[config.mk]
export PLATFORM = sky130hd
export DESIGN_NAME = position_p_controller_clamp_core_flat
export DESIGN_NICKNAME = d
export VERILOG_FILES = /design/src/sv/ppcc_pkg.sv /design/src/sv/ppcc_if.sv /design/src/sv/position_p_controller_clamp_core.sv /design/src/sv/ppcc_alu.sv /design/src/flat_wrapper.sv
export SDC_FILE = /design/constraint.sdc
export NUM_CORES = 2
export LEC_CHECK = 0
export BUFFER_PORTS_ARGS = -buffer_cell sky130_fd_sc_hd__buf_2
export CAP_MARGIN = 20
export CORE_UTILIZATION = 47
export CTS_CLUSTER_SIZE = 8
export DETAILED_ROUTE_END_ITERATION = 12
export SLEW_MARGIN = 20
export SYNTH_ARGS = -nofsm -noshare
export SYNTH_HDL_FRONTEND = slang
export SYNTH_SLANG_ARGS = --single-unit
[constraint.sdc]
create_clock -name clock -period 13.7 [get_ports clock]
set_clock_uncertainty 0.15 [all_clocks]
set_input_delay 0.685 -clock clock [delete_from_list [all_inputs] [get_ports clock]]
set_output_delay 0.685 -clock clock [all_outputs]
set_load 0.02 [all_outputs]
[src/sv/ppcc_pkg.sv]
`default_nettype none
package ppcc_pkg;

   localparam int AW = 64;
   localparam int COORD_WIDTH_DEF = 32;
   localparam int VEL_W = 32;
   localparam int GAIN_W = 16;
   localparam int LIM_W = 31;
   localparam int CSR_IDX_W = 2;

   localparam logic [GAIN_W-1:0] GAIN_RST = 16'd512;
   localparam logic [LIM_W-1:0]  MAX_SPEED_RST = 31'd131072;
   localparam logic [LIM_W-1:0]  TOL_RST = 31'd6554;
   localparam logic [LIM_W-1:0]  DEAD_BAND_RST = 31'd655;

   localparam logic [CSR_IDX_W-1:0] CSR_GAIN = 2'd0;
   localparam logic [CSR_IDX_W-1:0] CSR_MAX_SPEED = 2'd1;
   localparam logic [CSR_IDX_W-1:0] CSR_TOL = 2'd2;
   localparam logic [CSR_IDX_W-1:0] CSR_DEAD_BAND = 2'd3;

   localparam logic [1:0] REQ_POS = 2'd0;
   localparam logic [1:0] REQ_TGT = 2'd1;
   localparam logic [1:0] REQ_STOP = 2'd2;
   localparam logic [1:0] REQ_TICK = 2'd3;

   localparam logic [1:0] ST_DRIVE = 2'd0;
   localparam logic [1:0] ST_CLAMP = 2'd1;
   localparam logic [1:0] ST_ARRIVED = 2'd2;
   localparam logic [1:0] ST_STOP = 2'd3;

   localparam logic [1:0] OP_MUL = 2'd0;
   localparam logic [1:0] OP_DIV = 2'd1;
   localparam logic [1:0] OP_SQRT = 2'd2;

   typedef struct packed {
      logic          start;
      logic [1:0]    op;
      logic [AW-1:0] a;
      logic [AW-1:0] b;
   } alu_req_type;

   typedef struct packed {
      logic          done;
      logic [AW-1:0] result;
   } alu_rsp_type;

endpackage
`default_nettype wire

[src/sv/ppcc_if.sv]
`default_nettype none
interface ppcc_req_if #(parameter int COORD_WIDTH = 32);
   logic                          valid;
   logic                          ready;
   logic [1:0]                    req_type;
   logic signed [COORD_WIDTH-1:0] coord_x;
   logic signed [COORD_WIDTH-1:0] coord_y;
   logic signed [COORD_WIDTH-1:0] coord_z;
   logic                          stop_request;
   modport source (output valid, req_type, coord_x, coord_y, coord_z, stop_request,
                   input ready);
   modport sink (input valid, req_type, coord_x, coord_y, coord_z, stop_request,
                 output ready);
endinterface

interface ppcc_rsp_if;
   logic               valid;
   logic               ready;
   logic signed [31:0] vel_x;
   logic signed [31:0] vel_y;
   logic signed [31:0] vel_z;
   logic [1:0]         status;
   modport source (output valid, vel_x, vel_y, vel_z, status, input ready);
   modport sink (input valid, vel_x, vel_y, vel_z, status, output ready);
endinterface
`default_nettype wire

[src/sv/position_p_controller_clamp_core.sv]
// Event-driven three-axis proportional position controller, Q16.16. Position, target and
// stop beats need no arithmetic. A control tick runs a shared bit-serial arithmetic unit
// (shift-add multiply, 32 steps; restoring divide, 64 steps; square root, 32 steps). A stop
// goes straight to the output register and an arrival follows the error check; an unclamped
// command follows the three gain multiplies and the squares; a clamped one may also need
// halving steps of the horizontal pair, then adds the square root and two multiply-divide
// pairs. That unit sets the rate. Beats are taken one at a time; a command left in the
// output register holds the next one in S_PUT, and no beat is taken meanwhile.
`default_nettype none
module position_p_controller_clamp_core
   import ppcc_pkg::*;
#(
   parameter int COORD_WIDTH = COORD_WIDTH_DEF
)(
   input  wire logic                  clock,
   input  wire logic                  reset,
   ppcc_req_if.sink                   req_bus,
   ppcc_rsp_if.source                 rsp_bus,
   input  wire logic                  csr_we,
   input  wire logic [CSR_IDX_W-1:0]  csr_index,
   input  wire logic [LIM_W-1:0]      csr_wdata
);

   localparam int EW = COORD_WIDTH + 1;

   localparam logic [3:0] S_IDLE = 4'd0;
   localparam logic [3:0] S_ERR = 4'd1;
   localparam logic [3:0] S_MULG = 4'd2;
   localparam logic [3:0] S_SHIFT = 4'd3;
   localparam logic [3:0] S_SQA = 4'd4;
   localparam logic [3:0] S_SQB = 4'd5;
   localparam logic [3:0] S_SQM = 4'd6;
   localparam logic [3:0] S_SQRT = 4'd7;
   localparam logic [3:0] S_MULX = 4'd8;
   localparam logic [3:0] S_DIVX = 4'd9;
   localparam logic [3:0] S_MULY = 4'd10;
   localparam logic [3:0] S_DIVY = 4'd11;
   localparam logic [3:0] S_PUT = 4'd12;

   logic [GAIN_W-1:0] gain_ff;
   logic [LIM_W-1:0]  max_ff, tol_ff, db_ff;

   logic signed [COORD_WIDTH-1:0] target_ff [3];
   logic signed [COORD_WIDTH-1:0] target_in [3];
   logic signed [COORD_WIDTH-1:0] current_ff [3];
   logic signed [COORD_WIDTH-1:0] current_in [3];
   logic signed [COORD_WIDTH-1:0] coord [3];
   logic          have_ff, have_in;
   logic          stop_ff, stop_in;
   logic [3:0]    state_ff, state_in;
   logic          wait_ff, wait_in;
   logic [1:0]    axis_ff, axis_in;
   logic          shifted_ff, shifted_in;
   logic [AW-1:0] mag_ff [3];
   logic [AW-1:0] mag_in [3];
   logic [2:0]    neg_ff, neg_in;
   logic [AW-1:0] mx_ff, mx_in, my_ff, my_in, sum_ff, sum_in, h_ff, h_in;
   logic [1:0]    code_ff, code_in;

   logic              rsp_valid_ff, rsp_valid_in;
   logic [VEL_W-1:0]  vx_ff, vx_in, vy_ff, vy_in, vz_ff, vz_in;
   logic [1:0]        status_ff, status_in;

   logic signed [EW-1:0] err [3];
   logic [EW-1:0]        emag [3];
   logic                 arrived;
   logic                 accept;
   logic                 put_go;

   alu_req_type alu_req;
   alu_rsp_type alu_rsp;

   ppcc_alu u_alu (
      .clock   (clock),
      .reset   (reset),
      .alu_req (alu_req),
      .alu_rsp (alu_rsp)
   );

   assign coord[0] = req_bus.coord_x;
   assign coord[1] = req_bus.coord_y;
   assign coord[2] = req_bus.coord_z;
   assign req_bus.ready = (state_ff == S_IDLE);
   assign accept = req_bus.valid && req_bus.ready;
   assign put_go = (state_ff == S_PUT) && (!rsp_valid_ff || rsp_bus.ready);

   always_comb begin
      arrived = 1'b1;
      for (int i = 0; i < 3; i++) begin
         err[i] = EW'(target_ff[i]) - EW'(current_ff[i]);
         emag[i] = err[i][EW-1] ? EW'(-err[i]) : EW'(err[i]);
         if (AW'(emag[i]) >= AW'(tol_ff)) begin
            arrived = 1'b0;
         end
      end
   end

   always_comb begin
      alu_req.start = 1'b0;
      alu_req.op = OP_MUL;
      alu_req.a = mx_ff;
      alu_req.b = AW'(max_ff);
      unique case (state_ff)
         S_MULG: begin
            alu_req.a = mag_ff[axis_ff];
            alu_req.b = AW'(gain_ff);
         end
         S_SQA: alu_req.b = mx_ff;
         S_SQB: begin
            alu_req.a = my_ff;
            alu_req.b = my_ff;
         end
         S_SQM: alu_req.a = AW'(max_ff);
         S_SQRT: begin
            alu_req.op = OP_SQRT;
            alu_req.a = sum_ff;
         end
         S_DIVX: begin
            alu_req.op = OP_DIV;
            alu_req.b = h_ff;
         end
         S_MULY: alu_req.a = my_ff;
         S_DIVY: begin
            alu_req.op = OP_DIV;
            alu_req.a = my_ff;
            alu_req.b = h_ff;
         end
         default: ;
      endcase
      if (state_ff >= S_MULG && state_ff <= S_DIVY && state_ff != S_SHIFT) begin
         alu_req.start = !wait_ff;
      end
   end

   always_comb begin
      state_in = state_ff;
      wait_in = wait_ff;
      axis_in = axis_ff;
      shifted_in = shifted_ff;
      have_in = have_ff;
      stop_in = stop_ff;
      neg_in = neg_ff;
      mx_in = mx_ff;
      my_in = my_ff;
      sum_in = sum_ff;
      h_in = h_ff;
      code_in = code_ff;
      for (int i = 0; i < 3; i++) begin
         target_in[i] = target_ff[i];
         current_in[i] = current_ff[i];
         mag_in[i] = mag_ff[i];
      end
      if (alu_req.start) begin
         wait_in = 1'b1;
      end
      if (alu_rsp.done) begin
         wait_in = 1'b0;
      end
      unique case (state_ff)
         S_IDLE: begin
            if (accept) begin
               unique case (req_bus.req_type)
                  REQ_POS: begin
                     for (int i = 0; i < 3; i++) begin
                        current_in[i] = coord[i];
                        if (!have_ff) begin
                           target_in[i] = coord[i];
                        end
                     end
                     have_in = 1'b1;
                  end
                  REQ_TGT: begin
                     if (!stop_ff) begin
                        for (int i = 0; i < 3; i++) begin
                           target_in[i] = coord[i];
                        end
                     end
                  end
                  REQ_STOP: begin
                     stop_in = req_bus.stop_request;
                     if (req_bus.stop_request && !stop_ff) begin
                        code_in = ST_STOP;
                        state_in = S_PUT;
                     end
                  end
                  default: begin
                     if (stop_ff) begin
                        code_in = ST_STOP;
                        state_in = S_PUT;
                     end else if (have_ff) begin
                        state_in = S_ERR;
                     end
                  end
               endcase
               mx_in = '0;
               my_in = '0;
               neg_in = '0;
               mag_in[2] = '0;
            end
         end
         S_ERR: begin
            if (arrived) begin
               code_in = ST_ARRIVED;
               state_in = S_PUT;
            end else begin
               for (int i = 0; i < 3; i++) begin
                  neg_in[i] = err[i][EW-1];
                  mag_in[i] = (AW'(emag[i]) < AW'(db_ff)) ? '0 : AW'(emag[i]);
               end
               axis_in = 2'd0;
               state_in = S_MULG;
            end
         end
         S_MULG: begin
            if (alu_rsp.done) begin
               mag_in[axis_ff] = alu_rsp.result >> 8;
               axis_in = axis_ff + 2'd1;
               if (axis_ff == 2'd2) begin
                  mx_in = mag_ff[0];
                  my_in = mag_ff[1];
                  shifted_in = 1'b0;
                  state_in = S_SHIFT;
               end
            end
         end
         S_SHIFT: begin
            if ((mx_ff | my_ff) >= (AW'(1) << LIM_W)) begin
               mx_in = mx_ff >> 1;
               my_in = my_ff >> 1;
               shifted_in = 1'b1;
            end else begin
               state_in = S_SQA;
            end
         end
         S_SQA: begin
            if (alu_rsp.done) begin
               sum_in = alu_rsp.result;
               state_in = S_SQB;
            end
         end
         S_SQB: begin
            if (alu_rsp.done) begin
               sum_in = sum_ff + alu_rsp.result;
               state_in = S_SQM;
            end
         end
         S_SQM: begin
            if (alu_rsp.done) begin
               if (shifted_ff || sum_ff > alu_rsp.result) begin
                  state_in = S_SQRT;
               end else begin
                  code_in = ST_DRIVE;
                  state_in = S_PUT;
               end
            end
         end
         S_SQRT: begin
            if (alu_rsp.done) begin
               h_in = (alu_rsp.result == '0) ? AW'(1) : alu_rsp.result;
               state_in = S_MULX;
            end
         end
         S_MULX: begin
            if (alu_rsp.done) begin
               mx_in = alu_rsp.result;
               state_in = S_DIVX;
            end
         end
         S_DIVX: begin
            if (alu_rsp.done) begin
               mx_in = alu_rsp.result;
               state_in = S_MULY;
            end
         end
         S_MULY: begin
            if (alu_rsp.done) begin
               my_in = alu_rsp.result;
               state_in = S_DIVY;
            end
         end
         S_DIVY: begin
            if (alu_rsp.done) begin
               my_in = alu_rsp.result;
               code_in = ST_CLAMP;
               state_in = S_PUT;
            end
         end
         S_PUT: begin
            if (put_go) begin
               state_in = S_IDLE;
            end
         end
         default: state_in = S_IDLE;
      endcase
   end

   always_comb begin
      rsp_valid_in = rsp_valid_ff;
      vx_in = vx_ff;
      vy_in = vy_ff;
      vz_in = vz_ff;
      status_in = status_ff;
      if (rsp_valid_ff && rsp_bus.ready) begin
         rsp_valid_in = 1'b0;
      end
      if (put_go) begin
         rsp_valid_in = 1'b1;
         status_in = code_ff;
         vx_in = neg_ff[0] ? (~mx_ff[VEL_W-1:0] + 1'b1) : mx_ff[VEL_W-1:0];
         vy_in = neg_ff[1] ? (~my_ff[VEL_W-1:0] + 1'b1) : my_ff[VEL_W-1:0];
         if (neg_ff[2]) begin
            vz_in = (mag_ff[2] > (AW'(1) << (VEL_W - 1))) ? {1'b1, {(VEL_W-1){1'b0}}}
                                                         : (~mag_ff[2][VEL_W-1:0] + 1'b1);
         end else begin
            vz_in = (mag_ff[2] > AW'({(VEL_W-1){1'b1}})) ? {1'b0, {(VEL_W-1){1'b1}}}
                                                        : mag_ff[2][VEL_W-1:0];
         end
      end
   end

   always_ff @(posedge clock) begin
      if (reset) begin
         state_ff <= S_IDLE;
         wait_ff <= 1'b0;
         have_ff <= 1'b0;
         stop_ff <= 1'b0;
         rsp_valid_ff <= 1'b0;
         gain_ff <= GAIN_RST;
         max_ff <= MAX_SPEED_RST;
         tol_ff <= TOL_RST;
         db_ff <= DEAD_BAND_RST;
         for (int i = 0; i < 3; i++) begin
            target_ff[i] <= '0;
            current_ff[i] <= '0;
         end
      end else begin
         state_ff <= state_in;
         wait_ff <= wait_in;
         have_ff <= have_in;
         stop_ff <= stop_in;
         rsp_valid_ff <= rsp_valid_in;
         for (int i = 0; i < 3; i++) begin
            target_ff[i] <= target_in[i];
            current_ff[i] <= current_in[i];
         end
         if (csr_we) begin
            unique case (csr_index)
               CSR_GAIN:      gain_ff <= csr_wdata[GAIN_W-1:0];
               CSR_MAX_SPEED: max_ff <= csr_wdata;
               CSR_TOL:       tol_ff <= csr_wdata;
               default:       db_ff <= csr_wdata;
            endcase
         end
      end
      axis_ff <= axis_in;
      shifted_ff <= shifted_in;
      neg_ff <= neg_in;
      mx_ff <= mx_in;
      my_ff <= my_in;
      sum_ff <= sum_in;
      h_ff <= h_in;
      code_ff <= code_in;
      for (int i = 0; i < 3; i++) begin
         mag_ff[i] <= mag_in[i];
      end
      vx_ff <= vx_in;
      vy_ff <= vy_in;
      vz_ff <= vz_in;
      status_ff <= status_in;
   end

   assign rsp_bus.valid = rsp_valid_ff;
   assign rsp_bus.vel_x = vx_ff;
   assign rsp_bus.vel_y = vy_ff;
   assign rsp_bus.vel_z = vz_ff;
   assign rsp_bus.status = status_ff;

`ifndef NO_ASSERTIONS
   assert property (@(posedge clock) disable iff (reset) alu_rsp.done |-> wait_ff)
      else $error("arithmetic unit finished with no operation pending");
   assert property (@(posedge clock) disable iff (reset)
      rsp_bus.valid && (rsp_bus.status == ST_ARRIVED || rsp_bus.status == ST_STOP)
      |-> rsp_bus.vel_x == '0 && rsp_bus.vel_y == '0 && rsp_bus.vel_z == '0)
      else $error("arrival or stop beat carries a nonzero command");
   assert property (@(posedge clock) disable iff (reset) have_ff |=> have_ff)
      else $error("pose flag dropped without reset");
   assert property (@(posedge clock) disable iff (reset)
      put_go |=> rsp_bus.valid && state_ff == S_IDLE)
      else $error("command not loaded into output register");
`endif

endmodule
`default_nettype wire

[src/sv/ppcc_alu.sv]
`default_nettype none
module ppcc_alu
   import ppcc_pkg::*;
(
   input  wire logic        clock,
   input  wire logic        reset,
   input  wire alu_req_type alu_req,
   output alu_rsp_type      alu_rsp
);

   logic          busy_ff, busy_in;
   logic          done_ff, done_in;
   logic [1:0]    op_ff, op_in;
   logic [5:0]    cnt_ff, cnt_in;
   logic [AW-1:0] acc_ff, acc_in;
   logic [AW-1:0] x_ff, x_in;
   logic [AW-1:0] y_ff, y_in;
   logic [AW:0]   rem2;
   logic [AW-1:0] sq_t;

   always_comb begin
      busy_in = busy_ff;
      done_in = 1'b0;
      op_in = op_ff;
      cnt_in = cnt_ff;
      acc_in = acc_ff;
      x_in = x_ff;
      y_in = y_ff;
      rem2 = {acc_ff, x_ff[AW-1]};
      sq_t = y_ff + x_ff;
      if (!busy_ff && alu_req.start) begin
         busy_in = 1'b1;
         op_in = alu_req.op;
         unique case (alu_req.op)
            OP_MUL: begin
               acc_in = '0;
               x_in = alu_req.a;
               y_in = alu_req.b;
               cnt_in = 6'd31;
            end
            OP_DIV: begin
               acc_in = '0;
               x_in = alu_req.a;
               y_in = alu_req.b;
               cnt_in = 6'd63;
            end
            default: begin
               acc_in = alu_req.a;
               x_in = AW'(1) << (AW - 2);
               y_in = '0;
               cnt_in = 6'd31;
            end
         endcase
      end else if (busy_ff) begin
         unique case (op_ff)
            OP_MUL: begin
               if (y_ff[0]) begin
                  acc_in = acc_ff + x_ff;
               end
               x_in = x_ff << 1;
               y_in = y_ff >> 1;
            end
            OP_DIV: begin
               if (rem2 >= {1'b0, y_ff}) begin
                  acc_in = AW'(rem2 - {1'b0, y_ff});
                  x_in = {x_ff[AW-2:0], 1'b1};
               end else begin
                  acc_in = rem2[AW-1:0];
                  x_in = {x_ff[AW-2:0], 1'b0};
               end
            end
            default: begin
               if (acc_ff >= sq_t) begin
                  acc_in = acc_ff - sq_t;
                  y_in = (y_ff >> 1) + x_ff;
               end else begin
                  y_in = y_ff >> 1;
               end
               x_in = x_ff >> 2;
            end
         endcase
         cnt_in = cnt_ff - 6'd1;
         if (cnt_ff == 6'd0) begin
            busy_in = 1'b0;
            done_in = 1'b1;
         end
      end
   end

   always_ff @(posedge clock) begin
      if (reset) begin
         busy_ff <= 1'b0;
         done_ff <= 1'b0;
      end else begin
         busy_ff <= busy_in;
         done_ff <= done_in;
      end
      op_ff <= op_in;
      cnt_ff <= cnt_in;
      acc_ff <= acc_in;
      x_ff <= x_in;
      y_ff <= y_in;
   end

   always_comb begin
      alu_rsp.done = done_ff;
      unique case (op_ff)
         OP_MUL:  alu_rsp.result = acc_ff;
         OP_DIV:  alu_rsp.result = x_ff;
         default: alu_rsp.result = y_ff;
      endcase
   end

endmodule
`default_nettype wire

[src/flat_wrapper.sv]
// flat-port wrapper written by rule: the top's interface ports become plain ports
module position_p_controller_clamp_core_flat import ppcc_pkg::*;
#(
   parameter int COORD_WIDTH = COORD_WIDTH_DEF
)
  (clock, reset, csr_we, csr_index, csr_wdata, req_bus_valid, req_bus_req_type, req_bus_coord_x, req_bus_coord_y, req_bus_coord_z, req_bus_stop_request, req_bus_ready, rsp_bus_valid, rsp_bus_vel_x, rsp_bus_vel_y, rsp_bus_vel_z, rsp_bus_status, rsp_bus_ready);
  ppcc_req_if #(.COORD_WIDTH(COORD_WIDTH)) req_bus_i ();
  ppcc_rsp_if rsp_bus_i ();
  input  wire logic clock;
  input  wire logic reset;
  input  wire logic csr_we;
  input  wire logic [CSR_IDX_W-1:0] csr_index;
  input  wire logic [LIM_W-1:0] csr_wdata;
  input wire logic [$bits(req_bus_i.valid)-1:0] req_bus_valid;
  input wire logic [$bits(req_bus_i.req_type)-1:0] req_bus_req_type;
  input wire logic [$bits(req_bus_i.coord_x)-1:0] req_bus_coord_x;
  input wire logic [$bits(req_bus_i.coord_y)-1:0] req_bus_coord_y;
  input wire logic [$bits(req_bus_i.coord_z)-1:0] req_bus_coord_z;
  input wire logic [$bits(req_bus_i.stop_request)-1:0] req_bus_stop_request;
  output wire logic [$bits(req_bus_i.ready)-1:0] req_bus_ready;
  output wire logic [$bits(rsp_bus_i.valid)-1:0] rsp_bus_valid;
  output wire logic [$bits(rsp_bus_i.vel_x)-1:0] rsp_bus_vel_x;
  output wire logic [$bits(rsp_bus_i.vel_y)-1:0] rsp_bus_vel_y;
  output wire logic [$bits(rsp_bus_i.vel_z)-1:0] rsp_bus_vel_z;
  output wire logic [$bits(rsp_bus_i.status)-1:0] rsp_bus_status;
  input wire logic [$bits(rsp_bus_i.ready)-1:0] rsp_bus_ready;
  assign req_bus_i.valid = req_bus_valid;
  assign req_bus_i.req_type = req_bus_req_type;
  assign req_bus_i.coord_x = req_bus_coord_x;
  assign req_bus_i.coord_y = req_bus_coord_y;
  assign req_bus_i.coord_z = req_bus_coord_z;
  assign req_bus_i.stop_request = req_bus_stop_request;
  assign req_bus_ready = req_bus_i.ready;
  assign rsp_bus_valid = rsp_bus_i.valid;
  assign rsp_bus_vel_x = rsp_bus_i.vel_x;
  assign rsp_bus_vel_y = rsp_bus_i.vel_y;
  assign rsp_bus_vel_z = rsp_bus_i.vel_z;
  assign rsp_bus_status = rsp_bus_i.status;
  assign rsp_bus_i.ready = rsp_bus_ready;
  position_p_controller_clamp_core #(.COORD_WIDTH(COORD_WIDTH)) u_core (.clock(clock), .reset(reset), .req_bus(req_bus_i), .rsp_bus(rsp_bus_i), .csr_we(csr_we), .csr_index(csr_index), .csr_wdata(csr_wdata));
endmodule
* Word level (Yosys, flattened, before mapping) *
Memories as Yosys holds them, arrays and structs flattened. A register that Yosys moved wholly into a read port is not among the register bits.
Index checks and enable logic that the tools add are counted.

word-level totals
  register bits after elaboration = 681
  latch bits = 0
  RAM bits = 384
  ROM bits = 0
  input port bits = 137
  output and inout port bits = 100
  logic and storage cells = 303
  memories = 3

operators by class
  add/sub/neg operators = 17
  $mul = 0
  divide/modulo/power cells = 0
  magnitude comparators = 16
  eq/ne operators = 45
  shifts and indexed selects = 0
  mux-type cells = 124
  bitwise logic cells = 13
  reduce and logical (&&, ||, !) cells = 57

memory list
  name               words  width  rd ports  clocked after memory_dff  write ports  line                                    source
  u_core.mag_ff      3      64     4         1                         3            position_p_controller_clamp_core.sv:54  logic [AW-1:0] mag_ff [3];
  u_core.current_ff  3      32     3         0                         3            position_p_controller_clamp_core.sv:45  logic signed [COORD_WIDTH-1:0] current_ff [3];
  u_core.target_ff   3      32     3         0                         3            position_p_controller_clamp_core.sv:43  logic signed [COORD_WIDTH-1:0] target_ff [3];

operator list
  kind                                                                      count
  64-bit 2-to-1 mux                                                         24
  64-bit case mux with 4 select lines                                       4
  64-bit case mux with 2 select lines                                       5
  96-bit 2-to-1 mux                                                         6
  32-bit 2-to-1 mux                                                         14
  192-bit 2-to-1 mux                                                        2
  128-bit case mux with 2 select lines                                      1
  33-bit 2-to-1 mux                                                         6
  64-bit adder                                                              3
  192-bit bitwise mux                                                       1
  64-bit case mux with 3 select lines                                       1
  96-bit case mux with 2 select lines                                       1
  64-bit demux with 2-bit select                                            1
  64-bit subtractor                                                         2
  33-bit by 31-bit >= comparator with 1-bit output                          3
  33-bit by 31-bit < comparator with 1-bit output                           3
  33-bit negator                                                            3
  32-bit by 32-bit subtractor with 33-bit output                            3
  32-bit by 1-bit adder with 32-bit output (second input constant)          3
  32-bit NOT                                                                3
  4-bit 2-to-1 mux                                                          18
  65-bit by 64-bit >= comparator with 1-bit output                          1
  63-bit by 64-bit adder with 64-bit output                                 1
  64-bit by 32-bit >= comparator with 1-bit output (second input constant)  1
  52 further kinds                                                          162

* Longest topological paths before layout *
An unclocked memory read counts as a cell.

  depth in word-level cells = 11
  gate-level depth with buffers = 31
  depth with buffers taken out = 27

* By module *
A second synthesis with hierarchy kept.

second synthesis, totals
  cell total of the unflattened synthesis = 10,742
  area, all modules = 88,823.9 um^2

modules (own cells, without submodules)
  module                            times used  cells each  area an instance (um^2)  sequential area each (um^2)
  position_p_controller_clamp_core  1           6,691       57,716.6                 22,861.9
  ppcc_alu                          1           4,051       31,107.3                 6,045.8

* Worst setup path before layout *
OpenSTA, ideal clock, no wires.

  kind = register to register
  start = register, netlist name u_core.state_ff[3]
  end = memory u_core.mag_ff[2][0], enable pin
  setup time = 0.661 ns
  arrival time = 7.516 ns
  data required time = 12.889 ns
  slack = 5.373 ns
  stages on the path, launching flop included = 5
  buffers on the path = 3
  period minus slack after synthesis = 8.327 ns
  cells stage by stage = dfxtp_1 -> clkbuf_1 -> buf_1 -> clkbuf_1 -> o41ai_1

RTL lines
  element    line
  to (decl)  position_p_controller_clamp_core.sv:54

* Final worst setup path *
  start = register u_core.u_alu.y_ff[0]
  end = register u_core.u_alu.y_ff[60] (data pin)

between the ends
  longest elaborated chain between the ends = 6

ends and longest elaborated chain
  element                              line             source
  from (decl)                          ppcc_alu.sv:17   logic [AW-1:0] y_ff, y_in;
  from (signal assigned)               ppcc_alu.sv:102  y_ff <= y_in;
  64-bit adder                         ppcc_alu.sv:30   sq_t = y_ff + x_ff;
  64-bit >= comparator                 ppcc_alu.sv:73   if (acc_ff >= sq_t) begin
  64-bit 2-to-1 mux                    ppcc_alu.sv:73
  64-bit case mux with 2 select lines  ppcc_alu.sv:55   unique case (op_ff)
  64-bit 2-to-1 mux                    ppcc_alu.sv:54   end else if (busy_ff) begin
  64-bit 2-to-1 mux                    ppcc_alu.sv:31   if (!busy_ff && alu_req.start) begin
  net u_core.u_alu.y_in[60]            ppcc_alu.sv:17

The timed path passes the listed nets, and every way through them passes these cells. The select of a mux whose other input is x is not followed.
A chain may end at the register's enable or synchronous reset.

==> flow_summary_export.csv <==
group,metric,value,unit
cts,htreeDepth,4,
floorplan,die_h,432,µm
placed_design,dpl_cell_area,0.0905,mm²
placed_design,dp_hpwl,278000,µm
synthesis,synth_commonest_cells,"nand2_1, a21oi_1, o21ai_0",
global_route,antenna_found_initial,13,
layout,fin_nets,11300,
critical_path,worstPathRequired,14.11,ns
detailed_routing,drt_first_pass_iters,10,
floorplan,std_cell_rows,157,
critical_path,cp_common_cell,"a21o_1",
floorplan,dieArea,0.187,mm²
synthesis,ys_warn_count,0,
timing,setup_viol,0,
detailed_routing,wl_per_cell,27.8,µm
cts,clk_transition_reported_paths,0.06,ns
cts,clockBufferDepth,3,
layout,syn_to_final_growth,10.7,%
floorplan,ioPinCount,237,
cts,tritoncts,"built",
cts,cts_sinks,1067,
critical_path,path_cells,"ha_1 -> fa_1 -> a21o_1 -> a221oi_1 -> a211o_1 -> a21boi_0 -> a31o_2 -> a41oi_1 -> o21ai_0 -> xnor2_1 -> ha_1 -> a21o_1 -> a21o_1 -> a21o_1 -> a2111oi_0 -> or3_1 -> nand3_1 -> a211oi_1 -> a21oi_1 -> o31ai_4 -> buf_4 -> buf_4 -> nand2b_1 -> o21ai_0",
floorplan,die_w,432,µm
timing,rsz0062_at_grt,"false",
global_route,grt_overflow,0,
layout,drive_gt1_share,7.39,%
critical_path,cpPeakStageDelay,0.90,ns
synthesis,synth_top_area_cell,"edfxtp_1",
synthesis,synth-edff-count,754,
synthesis,synth-seq-area-share,33.2,%
detailed_routing,drt_iter0_drc,10900,
synthesis,syn_avg_cell_area,8.43,µm²
global_route,grt_usage,37.2,%
critical_path,slowest_stage,"a2111oi_0",
layout,stdcell_count,12900,
placed_design,dp_slack,5.16,ns
placed_design,place.gp.congestion,1.03,
timing,finalCritPeriodShare,62.2,%
synthesis,ys_types,100,
synthesis,synth.most_common_cell,"nand2_1",
synthesis,synth_area,0.0870,mm²
synthesis,synth_top_area_share,26.0,%
cts,clock_latency,0.85,ns
detailed_routing,route.final.wire_length,360000,µm
critical_path,worstSetupPathType,"flop to flop",
detailed_routing,antenna_left,0,
synthesis,synthesis.nets,11200,
timing,hold_viol,0,
global_route,grt_pass1_vias,77400,
cts,ctsResizeCount,0,
synthesis,ys.flop_type,"edfxtp_1",
detailed_routing,routed-via-count,83700,
synthesis,async_flop_share,0,%
cts,cts-root-buf,"clkbuf_16",
outcome,status,"finished, final reports clean",
timing,relSlewSlack,8.33,%
critical_path,worst_setup_path_start_kind,"flop",
synthesis,synth.area.top_cells,"edfxtp_1, ha_1, dfxtp_1, a21oi_1, nand2_1",
hold_path,hold_path.class,"primary input to flop",
cts,cts_buffers,155,
floorplan,core_area,0.183,mm²
timing,post-route-min-period,8.51,ns
critical_path,cp.arrival,8.93,ns
global_route,grt_max_degree,170,
critical_path,endpoint_kind,"flop",
critical_path,crit_fanout,78,
timing,slew_violations,0,
flow_run,cap_viol_max_count,0,
timing,tns,0,ns
floorplan,initial_core_util,47.4,%
timing,fmax,117,MHz
placed_design,port_buffers,236,
global_route,grt_pass1_wl,518000,µm
detailed_routing,viasPerCell,6.47,
synthesis,ys_ff_latch,1067,
timing,worstMarginPinSlew,1.37,ns
synthesis,syn_inst,10300,
timing,finalWorstSetupSlack,5.19,ns
detailed_routing,drc,0,
placed_design,placedCellCount,12600,
layout,final_cell_area,0.0963,mm²
==> stage by stage <==
stage	utilization, %	hold WS [ns]
finish	52.5	0.0443
global placement	49.3	0.274
CTS	52.5	0.00232
detailed placement	49.3	0.256
global route	52.5	0.0467
floorplan	-	0.250
==> sequential cells by signal (all words and copies together), names as in the netlist, 3 cells and up, named ones only <==
name	flops
u_core.u_alu.acc_ff	64
u_core.mx_ff	64
u_core.u_alu.cnt_ff	6
u_core.u_alu.y_ff	64
u_core.h_ff	64
u_core.state_ff	4
u_core.neg_ff	3
u_core.mag_ff	192
u_core.gain_ff	16
u_core.max_ff	31
u_core.current_ff	96
u_core.db_ff	31
u_core.sum_ff	64
u_core.tol_ff	31
u_core.rsp_bus.vel_x	32
u_core.u_alu.x_ff	64
u_core.rsp_bus.vel_y	32
u_core.target_ff	96
u_core.my_ff	64
u_core.rsp_bus.vel_z	32
==> routing by layer <==
| metal | global-route usage, % | share of wire, % |
|---|---|---|
| met1 | 51.6 | 42 |
| met2 | 54.2 | 42 |
| met5 | 0 | 0.013 |
| met4 | 19.9 | 5.9 |
| met3 | 7.18 | 10 |
==> path summary, 6_finish.rpt <==
path	from	endpoint	slack, ns	depth (start not counted)
max	u_core.u_alu.y_ff[0]	u_core.u_alu.y_ff[60]	5.19	24
max reg2reg	u_core.u_alu.y_ff[0]	u_core.u_alu.y_ff[60]	5.19	24
min reg2reg	u_core.code_ff[0]	u_core.rsp_bus.status[0]	0.26	0
min	csr_wdata[19]	u_core.tol_ff[19]	0.04	3
==> cells in the final DEF (no fill, tap or decap), types with 136 or more instances in the layout <==
cell / Yosys / final
a21o_1: 351 / 350
a21oi_1: 1157 / 1155
a22oi_1: 183 / 183
buf_2: 8 / 235
buf_4: 1 / 159
clkbuf_16: 0 / 157
dfxtp_1: 313 / 311
edfxtp_1: 754 / 754
ha_1: 735 / 734
inv_1: 506 / 504
mux2i_1: 340 / 340
nand2_1: 1287 / 1281
nand3_1: 152 / 152
nor2_1: 572 / 563
o21ai_0: 808 / 800
o22ai_1: 136 / 136
xnor2_1: 346 / 340
xor2_1: 209 / 209
==> final cells by class <==
cell class	instances	area (µm²)
multi-input cells	8135	54200
clock buffers	226	4230
fillers	17500	87100
diodes	5	12.5
inverters	508	1910
well taps	2464	3080
clock inverters	21	330
flip-flops and latches	1067	28900
repair buffers	517	3660
==> what timing repair did <==
action                                 CTS  global route
setup buffers                            0             0
hold buffers                           114             0
endpoints found under the hold margin  229             0
==> critical path: cells and delay by family (launching register included) <==
kind            cells  cell delay [ns]
simple gates        3             0.79
buf+inv             2             0.96
fa+ha+maj           3             0.92
compound gates     15             4.66
xor+xnor            1             0.21
flops               1             0.50
==> cells by family (layout without fill, tap and decap cells) <==
group	after synthesis	in the layout	share of synthesized area [%]
compound gates	3647	3647	26.4
simple gates	2834	2834	15.0
buf+inv	1122	1272	4.91
flops	1067	1067	33.2
fa+ha+maj	744	744	10.8
xor+xnor	555	555	5.58
mux	355	355	4.11
other cells	0	5	0
Power is not shown: default switching activity piles up to over one toggle a cycle in this logic, so the estimate is an artifact.
